File: config.mk
export PLATFORM = sky130hd
export DESIGN_NAME = bresenham_line_rasterizer_top_flat
export DESIGN_NICKNAME = d
export VERILOG_FILES = /design/src/rtl/brl_pkg.sv /design/src/rtl/brl_line_if.sv /design/src/rtl/brl_pixel_if.sv /design/src/rtl/brl_setup.sv /design/src/rtl/brl_step.sv /design/src/rtl/brl_pixel_out.sv /design/src/rtl/bresenham_line_rasterizer_top.sv /design/src/flat_wrapper.sv
export SDC_FILE = /design/constraint.sdc
export NUM_CORES = 1
export LEC_CHECK = 0
export ABC_AREA = 1
export BUFFER_PORTS_ARGS = -buffer_cell sky130_fd_sc_hd__buf_2
export CORE_ASPECT_RATIO = 1.25
export CORE_MARGIN = 2
export CORE_UTILIZATION = 25
export DETAILED_ROUTE_END_ITERATION = 16
export MAX_ROUTING_LAYER = met4
export SETUP_SLACK_MARGIN = 0.05
export SYNTH_ARGS = -nofsm -noshare
export SYNTH_HDL_FRONTEND = slang
export SYNTH_SLANG_ARGS = --single-unit
export TNS_END_PERCENT = 10
File: constraint.sdc
create_clock -name clk -period 7.6 [get_ports clk]
set_input_delay 1.14 -clock clk [delete_from_list [all_inputs] [get_ports clk]]
set_output_delay 1.14 -clock clk [all_outputs]
set_load 0.005 [all_outputs]
File: src/rtl/brl_pkg.sv
// ---------------------------------------------------------------------------
// brl_pkg: shared types and constants of the line rasterizer
// Field widths, frame defaults, operation codes and the structs that pass
// between the setup, stepping and pixel output stages.
// ---------------------------------------------------------------------------
package brl_pkg;

  localparam int X_W      = 10;
  localparam int Y_W      = 9;
  localparam int OFF_W    = 20;
  localparam int ERR_W    = 12;
  localparam int MAJOR_W  = 10;

  localparam int FRAME_WIDTH_DEF = 640;

  typedef enum logic {
    OP_LOAD = 1'b0,
    OP_STEP = 1'b1
  } brl_op_t;

  // Line context as set up from a pair of endpoints
  typedef struct packed {
    logic                    x_is_major;
    logic                    major_step_down;
    logic                    minor_step_down;
    logic [MAJOR_W-1:0]      major_end;
    logic signed [ERR_W-1:0] error_term;
    logic signed [ERR_W-1:0] diag_inc;
    logic signed [ERR_W-1:0] straight_inc;
    logic [X_W-1:0]          x;
    logic [Y_W-1:0]          y;
  } brl_line_t;

  typedef struct packed {
    logic [X_W-1:0] x;
    logic [Y_W-1:0] y;
    logic           last;
  } brl_pixel_t;

  typedef struct packed {
    logic       valid;
    brl_pixel_t pix;
  } brl_emit_t;

endpackage

File: src/rtl/brl_line_if.sv
// ---------------------------------------------------------------------------
// brl_line_if: input channel of the line rasterizer
// Carries load and step commands with the two endpoints.
// ---------------------------------------------------------------------------
interface brl_line_if;
  logic                    valid;
  logic                    ready;
  logic                    op;
  logic [brl_pkg::X_W-1:0] x_start;
  logic [brl_pkg::Y_W-1:0] y_start;
  logic [brl_pkg::X_W-1:0] x_end;
  logic [brl_pkg::Y_W-1:0] y_end;

  modport source (output valid, op, x_start, y_start, x_end, y_end, input ready);
  modport sink   (input valid, op, x_start, y_start, x_end, y_end, output ready);
endinterface

File: src/rtl/brl_pixel_if.sv
// ---------------------------------------------------------------------------
// brl_pixel_if: output channel of the line rasterizer
// Carries one pixel: coordinates, frame buffer byte offset, last mark.
// ---------------------------------------------------------------------------
interface brl_pixel_if;
  logic                      valid;
  logic                      ready;
  logic [brl_pkg::X_W-1:0]   pixel_x;
  logic [brl_pkg::Y_W-1:0]   pixel_y;
  logic [brl_pkg::OFF_W-1:0] pixel_offset;
  logic                      last_pixel;

  modport source (output valid, pixel_x, pixel_y, pixel_offset, last_pixel, input ready);
  modport sink   (input valid, pixel_x, pixel_y, pixel_offset, last_pixel, output ready);
endinterface

File: src/rtl/brl_setup.sv
// ---------------------------------------------------------------------------
// brl_setup: line setup from two endpoints
// Picks the major axis and forms the error term, its increments and the
// stepping directions.
// ---------------------------------------------------------------------------
module brl_setup (
  input  logic [brl_pkg::X_W-1:0] x_start,
  input  logic [brl_pkg::Y_W-1:0] y_start,
  input  logic [brl_pkg::X_W-1:0] x_end,
  input  logic [brl_pkg::Y_W-1:0] y_end,
  output brl_pkg::brl_line_t      line
);

  logic signed [brl_pkg::X_W:0]   dx;
  logic signed [brl_pkg::Y_W:0]   dy;
  logic [brl_pkg::X_W-1:0]        adx;
  logic [brl_pkg::Y_W-1:0]        ady;
  logic [brl_pkg::MAJOR_W-1:0]    major_len;
  logic [brl_pkg::MAJOR_W-1:0]    minor_len;
  logic                           x_major;

  always_comb begin
    dx  = $signed({1'b0, x_end}) - $signed({1'b0, x_start});
    dy  = $signed({1'b0, y_end}) - $signed({1'b0, y_start});
    adx = dx[brl_pkg::X_W] ? brl_pkg::X_W'(-dx) : brl_pkg::X_W'(dx);
    ady = dy[brl_pkg::Y_W] ? brl_pkg::Y_W'(-dy) : brl_pkg::Y_W'(dy);
    x_major = adx > {1'b0, ady};

    major_len = x_major ? adx : {1'b0, ady};
    minor_len = x_major ? {1'b0, ady} : adx;

    line.x_is_major      = x_major;
    line.major_end       = x_major ? x_end : {1'b0, y_end};
    // A zero delta on the major axis counts as stepping down
    line.major_step_down = x_major ? (dx[brl_pkg::X_W] || (dx == '0))
                                   : (dy[brl_pkg::Y_W] || (dy == '0));
    line.minor_step_down = x_major ? dy[brl_pkg::Y_W] : dx[brl_pkg::X_W];
    line.error_term      = $signed({1'b0, minor_len, 1'b0}) - $signed({2'b00, major_len});
    // minor never exceeds major, so this stays within -2046..0
    line.diag_inc        = $signed({1'b0, minor_len, 1'b0}) - $signed({1'b0, major_len, 1'b0});
    line.straight_inc    = $signed({1'b0, minor_len, 1'b0});
    line.x               = x_start;
    line.y               = y_start;
  end

endmodule

File: src/rtl/brl_step.sv
// ---------------------------------------------------------------------------
// brl_step: line state and stepping
// Holds the active line, emits the current pixel on a step command and
// advances the major and minor coordinates.
// ---------------------------------------------------------------------------
module brl_step (
  input  logic                clk,
  input  logic                rst,
  input  logic                take,
  input  logic                op,
  input  brl_pkg::brl_line_t  setup,
  output brl_pkg::brl_emit_t  emit,
  output logic                line_active
);

  brl_pkg::brl_line_t           st;
  brl_pkg::brl_line_t           st_next;
  logic                         line_active_next;
  logic                         is_last;
  logic                         minor_moves;
  logic                         is_step;

  always_comb begin
    is_step     = (brl_pkg::brl_op_t'(op) == brl_pkg::OP_STEP);
    is_last     = st.x_is_major ? (st.x == st.major_end)
                                : ({1'b0, st.y} == st.major_end);
    minor_moves = st.error_term > 0;

    emit.valid    = take && is_step && line_active;
    emit.pix.x    = st.x;
    emit.pix.y    = st.y;
    emit.pix.last = is_last;

    st_next          = st;
    line_active_next = line_active;
    if (take && !is_step) begin
      st_next          = setup;
      line_active_next = 1'b1;
    end else if (emit.valid) begin
      if (is_last) begin
        line_active_next = 1'b0;
      end else begin
        st_next.error_term = st.error_term + (minor_moves ? st.diag_inc : st.straight_inc);
        if (st.x_is_major) begin
          st_next.x = st.major_step_down ? st.x - 1'b1 : st.x + 1'b1;
          if (minor_moves) begin
            st_next.y = st.minor_step_down ? st.y - 1'b1 : st.y + 1'b1;
          end
        end else begin
          st_next.y = st.major_step_down ? st.y - 1'b1 : st.y + 1'b1;
          if (minor_moves) begin
            st_next.x = st.minor_step_down ? st.x - 1'b1 : st.x + 1'b1;
          end
        end
      end
    end
  end

  always_ff @(posedge clk) begin
    if (rst) begin
      line_active <= 1'b0;
      st          <= '0;
    end else begin
      line_active <= line_active_next;
      st          <= st_next;
    end
  end

endmodule

File: src/rtl/brl_pixel_out.sv
// ---------------------------------------------------------------------------
// brl_pixel_out: pixel output register
// Forms the frame buffer byte offset and holds the pixel until transfer.
// ---------------------------------------------------------------------------
module brl_pixel_out #(
  parameter int FRAME_WIDTH = brl_pkg::FRAME_WIDTH_DEF
) (
  input  logic               clk,
  input  logic               rst,
  input  brl_pkg::brl_emit_t emit,
  output logic               can_take,
  brl_pixel_if.source        pix_out
);

  localparam int WB     = $clog2(FRAME_WIDTH + 1);
  localparam int ROW_W  = WB + brl_pkg::Y_W;

  logic [ROW_W-1:0]              row_base;
  logic [brl_pkg::OFF_W-1:0]     lin;
  logic [brl_pkg::OFF_W-1:0]     offset;

  always_comb begin
    row_base = WB'(FRAME_WIDTH) * emit.pix.y;
    lin      = brl_pkg::OFF_W'(row_base) + brl_pkg::OFF_W'(emit.pix.x);
    // times three: add the doubled index
    offset   = lin + {lin[brl_pkg::OFF_W-2:0], 1'b0};
    can_take = !pix_out.valid || pix_out.ready;
  end

  always_ff @(posedge clk) begin
    if (rst) begin
      pix_out.valid <= 1'b0;
    end else if (can_take) begin
      pix_out.valid <= emit.valid;
    end
    if (can_take && emit.valid) begin
      pix_out.pixel_x      <= emit.pix.x;
      pix_out.pixel_y      <= emit.pix.y;
      pix_out.pixel_offset <= offset;
      pix_out.last_pixel   <= emit.pix.last;
    end
  end

endmodule

File: src/rtl/bresenham_line_rasterizer_top.sv
// ---------------------------------------------------------------------------
// bresenham_line_rasterizer_top: integer Bresenham line rasterizer
// Loads a line from two endpoints and steps it out one pixel per command.
// ---------------------------------------------------------------------------
// A load command (op = 0) takes two endpoints, picks the major axis (x when
// |dx| > |dy|, otherwise y), and sets the error term, its increments and the
// stepping directions; it gives no pixel and replaces any line in progress.
// Each step command (op = 1) emits the current pixel: its column, its row,
// the byte offset 3*(x + FRAME_WIDTH*y) of its RGB triple (low 20 bits) and
// a last mark on the final endpoint, which also ends the line. A step with
// no active line gives nothing; a zero-length line gives one pixel. No
// clipping is done. The block takes one command per clock: setup and one
// stepping iteration are combinational logic ahead of the line state
// register, so a line streams out without gaps while step commands arrive
// and the sink keeps ready high. The only stall comes from the output
// register: a new command is taken whenever that register is empty or its
// pixel transfers in the same cycle. A step transfer's pixel appears on the
// output in the cycle after the transfer.
// ---------------------------------------------------------------------------
module bresenham_line_rasterizer_top #(
  parameter int FRAME_WIDTH = brl_pkg::FRAME_WIDTH_DEF
) (
  input  logic        clk,
  input  logic        rst,
  brl_line_if.sink    line_in,
  brl_pixel_if.source pixel_out
);

  brl_pkg::brl_line_t setup;
  brl_pkg::brl_emit_t emit;
  logic               can_take;
  logic               take;
  logic               line_active;

  // Accept a command whenever the output register can absorb a pixel
  assign line_in.ready = can_take;
  assign take          = line_in.valid && can_take;

  brl_setup u_setup (
    .x_start (line_in.x_start),
    .y_start (line_in.y_start),
    .x_end   (line_in.x_end),
    .y_end   (line_in.y_end),
    .line    (setup)
  );

  // Hold the line state, advance one pixel per step transfer
  brl_step u_step (
    .clk         (clk),
    .rst         (rst),
    .take        (take),
    .op          (line_in.op),
    .setup       (setup),
    .emit        (emit),
    .line_active (line_active)
  );

  // Register the pixel with its frame buffer offset
  brl_pixel_out #(
    .FRAME_WIDTH (FRAME_WIDTH)
  ) u_out (
    .clk      (clk),
    .rst      (rst),
    .emit     (emit),
    .can_take (can_take),
    .pix_out  (pixel_out)
  );

`ifndef SYNTH
  // A load transfer always leaves an active line behind
  a_load_activates: assert property (@(posedge clk) disable iff (rst)
    (line_in.valid && line_in.ready && (line_in.op == brl_pkg::OP_LOAD)) |=> line_active)
    else $error("line not active after load");

  // The final pixel ends the line
  a_last_ends_line: assert property (@(posedge clk) disable iff (rst)
    (emit.valid && emit.pix.last) |=> !line_active)
    else $error("line still active after last pixel");

  // A step with no active line must not produce a pixel
  a_idle_step_silent: assert property (@(posedge clk) disable iff (rst)
    (line_in.valid && line_in.ready && (line_in.op == brl_pkg::OP_STEP) && !line_active)
    |=> !$rose(pixel_out.valid))
    else $error("pixel produced with no active line");

  // Input stalls only behind a held, unaccepted pixel
  a_stall_cause: assert property (@(posedge clk) disable iff (rst)
    !line_in.ready |-> (pixel_out.valid && !pixel_out.ready))
    else $error("input stalled without output backpressure");
`endif

endmodule
File: src/flat_wrapper.sv
// flat-port wrapper written by rule: the top's interface ports become plain ports
module bresenham_line_rasterizer_top_flat 
#(
  parameter int FRAME_WIDTH = brl_pkg::FRAME_WIDTH_DEF
)
  (clk, rst, line_in_valid, line_in_op, line_in_x_start, line_in_y_start, line_in_x_end, line_in_y_end, line_in_ready, pixel_out_valid, pixel_out_pixel_x, pixel_out_pixel_y, pixel_out_pixel_offset, pixel_out_last_pixel, pixel_out_ready);
  brl_line_if line_in_i ();
  brl_pixel_if pixel_out_i ();
  input  logic clk;
  input  logic rst;
  input wire logic [$bits(line_in_i.valid)-1:0] line_in_valid;
  input wire logic [$bits(line_in_i.op)-1:0] line_in_op;
  input wire logic [$bits(line_in_i.x_start)-1:0] line_in_x_start;
  input wire logic [$bits(line_in_i.y_start)-1:0] line_in_y_start;
  input wire logic [$bits(line_in_i.x_end)-1:0] line_in_x_end;
  input wire logic [$bits(line_in_i.y_end)-1:0] line_in_y_end;
  output wire logic [$bits(line_in_i.ready)-1:0] line_in_ready;
  output wire logic [$bits(pixel_out_i.valid)-1:0] pixel_out_valid;
  output wire logic [$bits(pixel_out_i.pixel_x)-1:0] pixel_out_pixel_x;
  output wire logic [$bits(pixel_out_i.pixel_y)-1:0] pixel_out_pixel_y;
  output wire logic [$bits(pixel_out_i.pixel_offset)-1:0] pixel_out_pixel_offset;
  output wire logic [$bits(pixel_out_i.last_pixel)-1:0] pixel_out_last_pixel;
  input wire logic [$bits(pixel_out_i.ready)-1:0] pixel_out_ready;
  assign line_in_i.valid = line_in_valid;
  assign line_in_i.op = line_in_op;
  assign line_in_i.x_start = line_in_x_start;
  assign line_in_i.y_start = line_in_y_start;
  assign line_in_i.x_end = line_in_x_end;
  assign line_in_i.y_end = line_in_y_end;
  assign line_in_ready = line_in_i.ready;
  assign pixel_out_valid = pixel_out_i.valid;
  assign pixel_out_pixel_x = pixel_out_i.pixel_x;
  assign pixel_out_pixel_y = pixel_out_i.pixel_y;
  assign pixel_out_pixel_offset = pixel_out_i.pixel_offset;
  assign pixel_out_last_pixel = pixel_out_i.last_pixel;
  assign pixel_out_i.ready = pixel_out_ready;
  bresenham_line_rasterizer_top #(.FRAME_WIDTH(FRAME_WIDTH)) u_core (.clk(clk), .rst(rst), .line_in(line_in_i), .pixel_out(pixel_out_i));
endmodule
==> flow_summary_export.csv, run 1 <==
group,metric,value,unit
finish,final_common_cell,"nand2_1",
finish,utilization,0.285,
power,swShare,0.483,
yosys,async_flop_share,0,
timing,period_minus_slack,6.14,ns
yosys,syn_inst,1312,
floorplanning,fp.dieArea,38800,sq um
clock_network,cts_setup_buffers,0,
finish,area.growth.synth_to_final,13.2,%
finish,multi_input_area,5880,sq um
timing,clock_skew,0.0131,ns
clock_network,cts_num_sinks,106,
clock_network,cts_buffers,9,
yosys,synth_compound_area_frac,0.201,
finish,most-common-layout-cells,"239 x nand2_1, 196 x inv_1, 120 x a21oi_1, 114 x o21ai_0, 94 x ha_1",
power,pwr-share-seq,0.248,
clock_network,ctsResizeCount,0,
critical_path,cp.required,7.82,ns
clock_network,hold_buffers,0,
yosys,syn_nets,1456,
critical_path,r2r_start,"u_core.u_step.emit[2]",
timing,slew_viol_final,0,
global_route,track_usage,0.147,
power,clock_power_share,0.170,
power,pwr-share-comb,0.581,
placed_design,dp_hpwl,21900,um
critical_path,cp_slowest_cell,"fa_1",
global_route,grt_max_degree,56,
route,vias,8744,
floorplanning,die_y,220,um
route,viasPerCell,4.67,
power,p_switching,1390,uW
route,wl_per_cell,14.6,um
min_path,hp-class,"register to register",
route,drt_iter0_drc,483,
timing,finalHoldViolCount,0,
timing,fmax,0.163,GHz
floorplanning,core_area,37000,sq um
min_path,hold_start,"u_core.u_step.st[29]",
global_route,antenna_found_initial,2,
yosys,ys_seq_elements,106,
critical_path,worst_setup_path_end_kind,"register",
timing,worst_slew_pin_slew,0.721,ns
clock_network,clkLatencyLatePin,0.36,ns
power,power_leakage,0.00493,uW
route,wirelength,27300,um
power,p_int,1490,uW
route,firstDrtPassIters,6,
run_status,status,"completed",
critical_path,crit_type,"input pin to register",
clock_network,path_clk_slew,0.08,ns
yosys,synthAdderAreaFrac,0.141,
yosys,ys_top_cells_by_area,"dfxtp_1 14%, ha_1 13%, edfxtp_1 13%",
yosys,muxShareOfSynthArea,0.00107,
finish,layout-drive-gt1-share,0.118,
clock_network,cts.path.max_buffers,2,
floorplanning,boundaryPins,85,
yosys,synth_area,9320,sq um
power,power_density,273,nW/um^2
critical_path,critPathMaxStageDelay,0.46,ns
clock_network,root_buffer,"clkbuf_16",
critical_path,critPathMaxFanout,41,
placed_design,place_congestion,0.853,
yosys,yosysTopAreaCell,"dfxtp_1",
global_route,grt_pass1_vias,8327,
job,max-cap-violations,0,
power,peakVddDrop,119,uV
yosys,synth-simple-area-share,0.223,
finish,seqCellArea,2510,sq um
yosys,yosysTopAreaCellShare,0.144,
global_route,grt_pass1_wl,44000,um
global_route,grt_overflow,0,
critical_path,crit_arrival,6.36,ns
yosys,avgSynthCellArea,7.10,sq um
route,ant_nets,0,
critical_path,critPathLaunch,"line_in_y_end[0]",
clock_network,cts_tree,"yes",
yosys,synth_seq_area_share,0.270,
timing,rsz0062_at_grt,"no",
timing,slew_headroom,0.518,
floorplanning,chipWidth,177,um
clock_network,cts_max_level,3,
placed_design,port_buffers,84,
critical_path,cp-start-kind,"input pin",
yosys,synth_top_family_by_area,"simple AND/OR/NAND/NOR gates",
timing,fin_setup_tns,0,ns
yosys,synth_xor_area_frac,0.0638,
yosys,yosys_warnings,0,
timing,setup_viol,0,
route,drc_errors,0,
yosys,netlist-cell-type-count,57,
critical_path,rrSetupSlack,3.04,ns
finish,layout.nets,1523,
floorplanning,initial_core_util,0.252,
floorplanning,num_rows,79,
yosys,synth_edf_count,39,
yosys,synth_ff_type,"dfxtp_1",
finish,fillerInstances,4076,
timing,finalCritPeriodShare,0.807,
[cell families after synthesis]
logic type | after synthesis
AND/OR/NAND/NOR | 467
XOR/XNOR | 67
adder cells (fa/ha/maj) | 101
multiplexers | 1
buffers and inverters | 238
flip-flops | 106
AO/OA/AOI/OAI | 332
[worst max-delay path: cells and delay by family]
kind / cells / cell delay (ns)
AOI/OAI and AO/OA: 10 / 1.51
and+or+nand+nor: 10 / 1.22
buffers and inverters: 7 / 0.64
xor gates and xnor gates: 2 / 0.44
adders and majority gates: 4 / 1.41
[cell type report]
type,count,share of cell area
repair buffers,89,0.0434
clock inverters,5,0.00510
well taps,486,0.0576
flip-flops and latches,106,0.238
clock buffers,11,0.0241
diodes,2,0.000474
inverters,205,0.0738
multi-input cells,968,0.557
[path summary, 6_finish.rpt]
check                                                        endpoint  depth (start not counted)
worst max-delay path                             u_core.u_step.st[53]                         33
worst min-delay path                             u_core.u_step.st[29]                          2
worst max register to register  u_core.u_out.pix_out.pixel_offset[19]                         17
worst min register to register                   u_core.u_step.st[29]                          2
[stage by stage]
| step | power [uW] | std cells | hold WS (ns) | setup slack (ns) | area (sq um) |
|---|---|---|---|---|---|
| 2_1_floorplan | 2010 | 1312 | 0.419 | 1.91 | 9320 |
| 3_3_place_gp | 2380 | 1854 | 0.429 | 1.18 | 10200 |
| 3_5_place_dp | 2400 | 1854 | 0.432 | 1.13 | 10200 |
| 4_1_cts | 2900 | 1870 | 0.446 | 1.51 | 10500 |
| 5_1_grt | 3150 | 1872 | 0.477 | 0.946 | 10500 |
| 6_report | 2880 | 1872 | 0.441 | 1.46 | 10500 |
[flip-flops by register name, summed over array words and instances (netlist names)]
register and count:
u_core.u_out.pix_out.last_pixel 1, u_core.u_out.pix_out.pixel_offset 19, u_core.u_out.pix_out.pixel_x 10, u_core.u_out.pix_out.pixel_y 9
u_core.u_out.pix_out.valid 1, u_core.u_step.emit 19, u_core.u_step.line_active 1, u_core.u_step.st 46
[cells in the mapped netlist (16+ instances only)]
cell and n:
a21oi_1 120, a31oi_1 19, clkbuf_1 27, dfxtp_1 67, edfxtp_1 39, ha_1 94, inv_1 197, nand2_1 239
nand3_1 61, nor2_1 93, nor3_1 16, o21ai_0 114, o21bai_1 17, xor2_1 52
[metal layers]
layer	GRT usage	wire (um)
met3	0.0138	753
met5	-	0
met2	0.250	13300
met1	0.181	12600
met4	0.0496	612
[power groups by stage]
stage          Clock [uW]  Sequential, uW  Combinational [uW]
6_report              491             715                1670
3_3_place_gp            0             728                1650
3_5_place_dp            0             728                1670
2_1_floorplan           0             706                1310
5_1_grt               527             724                1900
4_1_cts               505             715                1680
No activity file was read; power rests on OpenSTA's default activity.
==> inputs of run 2 (changes only) <==
- clock period: 7.6 -> 5.94 ns (I/O delays scaled with it)
==> flow_summary_export.csv, run 2 (synthesis gave the netlist of run 1 again) <==
group,metric,value,unit
run_status,status,"completed",
floorplanning,num_rows,79,
floorplanning,boundaryPins,85,
critical_path,critPathMaxStageDelay,0.40,ns
critical_path,critPathMaxFanout,8,
timing,finalHoldViolCount,0,
floorplanning,initial_core_util,0.252,
critical_path,reg2reg_to,"u_core.u_out.pix_out.pixel_offset[19]",
placed_design,place_area,10500,sq um
timing,period_minus_slack,5.47,ns
route,wl_per_cell,14.3,um
critical_path,critPathLaunch,"line_in_x_end[0]",
route,viasPerCell,4.61,
route,top_layer_used,"met4",
route,wl_met1,12400,um
finish,seqCellArea,2510,sq um
clock_network,cts_num_sinks,106,
finish,layout.nets,1554,
route,vias,8777,
finish,finalNonFillerCells,1902,
critical_path,cp-start-kind,"input pin",
min_path,hp-class,"register to register",
timing,slew_viol_final,0,
global_route,grt_pass1_vias,8464,
global_route,grt_overflow,0,
power,power_density,355,nW/um^2
timing,worst_slew_pin_slew,1.06,ns
clock_network,cts_buffers,9,
critical_path,reg2reg_depth,17,
clock_network,clkLatencyLatePin,0.36,ns
placed_design,dp.cells,1885,
clock_network,path_clk_slew,0.07,ns
finish,final_common_cell,"nand2_1",
finish,area.growth.synth_to_final,15.7,%
critical_path,rrSetupSlack,1.38,ns
timing,slew_headroom,0.291,
timing,fmax,0.183,GHz
clock_network,cts.path.max_buffers,2,
critical_path,cp.required,6.23,ns
critical_path,crit_arrival,5.76,ns
floorplanning,fp.dieArea,38800,sq um
finish,layout-drive-gt1-share,0.140,
clock_network,cts_max_level,3,
placed_design,place_congestion,0.921,
finish,regMostFlops,"u_core.u_step.st",
job,max-cap-violations,0,
timing,finalCritPeriodShare,0.921,
finish,stdcell_area,10800,sq um
route,wirelength,27300,um
floorplanning,core_area,37000,sq um
floorplanning,die_y,220,um
critical_path,cp_slowest_cell,"fa_1",
route,wl_met3,870,um
power,power_leakage,0.00508,uW
power,peakVddDrop,170,uV
route,wl_met2,13500,um
critical_path,crit_type,"input pin to register",
placed_design,place_ws,0.0221,ns
route,drc_errors,0,
route,firstDrtPassIters,5,
finish,largest_reg_flops,46,
critical_path,endpoint,"u_core.u_step.st[49]",
route,ant_nets,0,
placed_design,port_buffers,84,
critical_path,r2r_start,"u_core.u_step.emit[2]",
timing,setup_ws,0.468,ns
critical_path,worst_setup_path_end_kind,"register",
critical_path,cp_num_cells,34,
global_route,track_usage,0.147,
clock_network,cts_setup_buffers,0,
finish,most-common-layout-cells,"239 x nand2_1, 196 x inv_1, 119 x a21oi_1, 112 x o21ai_0, 94 x ha_1",
timing,rsz0062_at_grt,"yes",
finish,multi_input_area,5900,sq um
timing,setup_viol,0,
global_route,grt_pass1_wl,43900,um
critical_path,cp_common_cell,"nand2_1",
finish,fillerInstances,4095,
clock_network,cts_tree,"yes",
critical_path,crit_family,"simple AND/OR/NAND/NOR gates",
placed_design,dp_hpwl,22100,um
timing,clock_skew,0.0156,ns
floorplanning,chipWidth,177,um
global_route,grt_max_degree,78,
critical_path,crit_buf_inv,8,
clock_network,root_buffer,"clkbuf_16",
route,drt_iter0_drc,526,
global_route,antenna_found_initial,1,
timing,fin_setup_tns,0,ns
==> run 2: changes by cell type in the layout (fill, tap and decap cells not counted), moves of 2 or more <==
cell and delta:
inv_6 -2, o21ai_0 -2, inv_4 +2, buf_4 +29
clkinvlp_4 +2, o21ai_1 +2
==> run 2: final cells by class <==
cell class	count	area share
antenna	1	0.000232
tap	486	0.0564
clock inverter	7	0.00487
inverter	205	0.0722
timing repair buffer	120	0.0656
sequential	106	0.233
clock buffer	9	0.0209
multi-input combinational	968	0.547
==> run 2: how the worst min path moves through the flow <==
stage	startpoint	to	slack (ns)	depth (start not counted)
CTS	u_core.u_step.st[29]	u_core.u_step.st[29]	0.45	2
detailed placement	u_core.u_step.st[29]	u_core.u_step.st[29]	0.43	2
finish	u_core.u_step.st[29]	u_core.u_step.st[29]	0.44	2
global placement	u_core.u_step.st[29]	u_core.u_step.st[29]	0.43	2
global route	u_core.u_step.st[29]	u_core.u_step.st[29]	0.48	2
floorplan	u_core.u_step.st[29]	u_core.u_step.st[29]	0.42	2
==> run 2: timing repair <==
item / 4_1_cts / 5_1_grt
endpoints found under the setup margin: 0 / 5
gates resized for setup: 0 / 6
hold buffers: 0 / 0
==> run 2: tightest hold or removal path, stage by stage (launching register included) <==
cell,delay (ns)
dfxtp_1,0.30
inv_1,0.06
nor3_1,0.05
==> run 2: per-stage QoR <==
stage          power (uW)  utilization  hold WS, ns
5_1_grt              4200        0.292        0.482
4_1_cts              3850        0.291        0.449
6_report             3830        0.292        0.444
2_1_floorplan        2580            -        0.419
3_5_place_dp         3250        0.284        0.435
3_3_place_gp         3240        0.284        0.433
==> run 2: report_power, final <==
part           internal [uW]  switching (uW)
clock                    288             292
sequential               845            70.8
combinational            891            1440
total                   2020            1810
==> run 2: routing by layer <==
| layer | track usage | vias up |
|---|---|---|
| met5 | - | - |
| met4 | 0.0399 | 0 |
| met3 | 0.0157 | 21 |
| met2 | 0.257 | 137 |
| met1 | 0.179 | 4038 |
| li1 | - | 4581 |
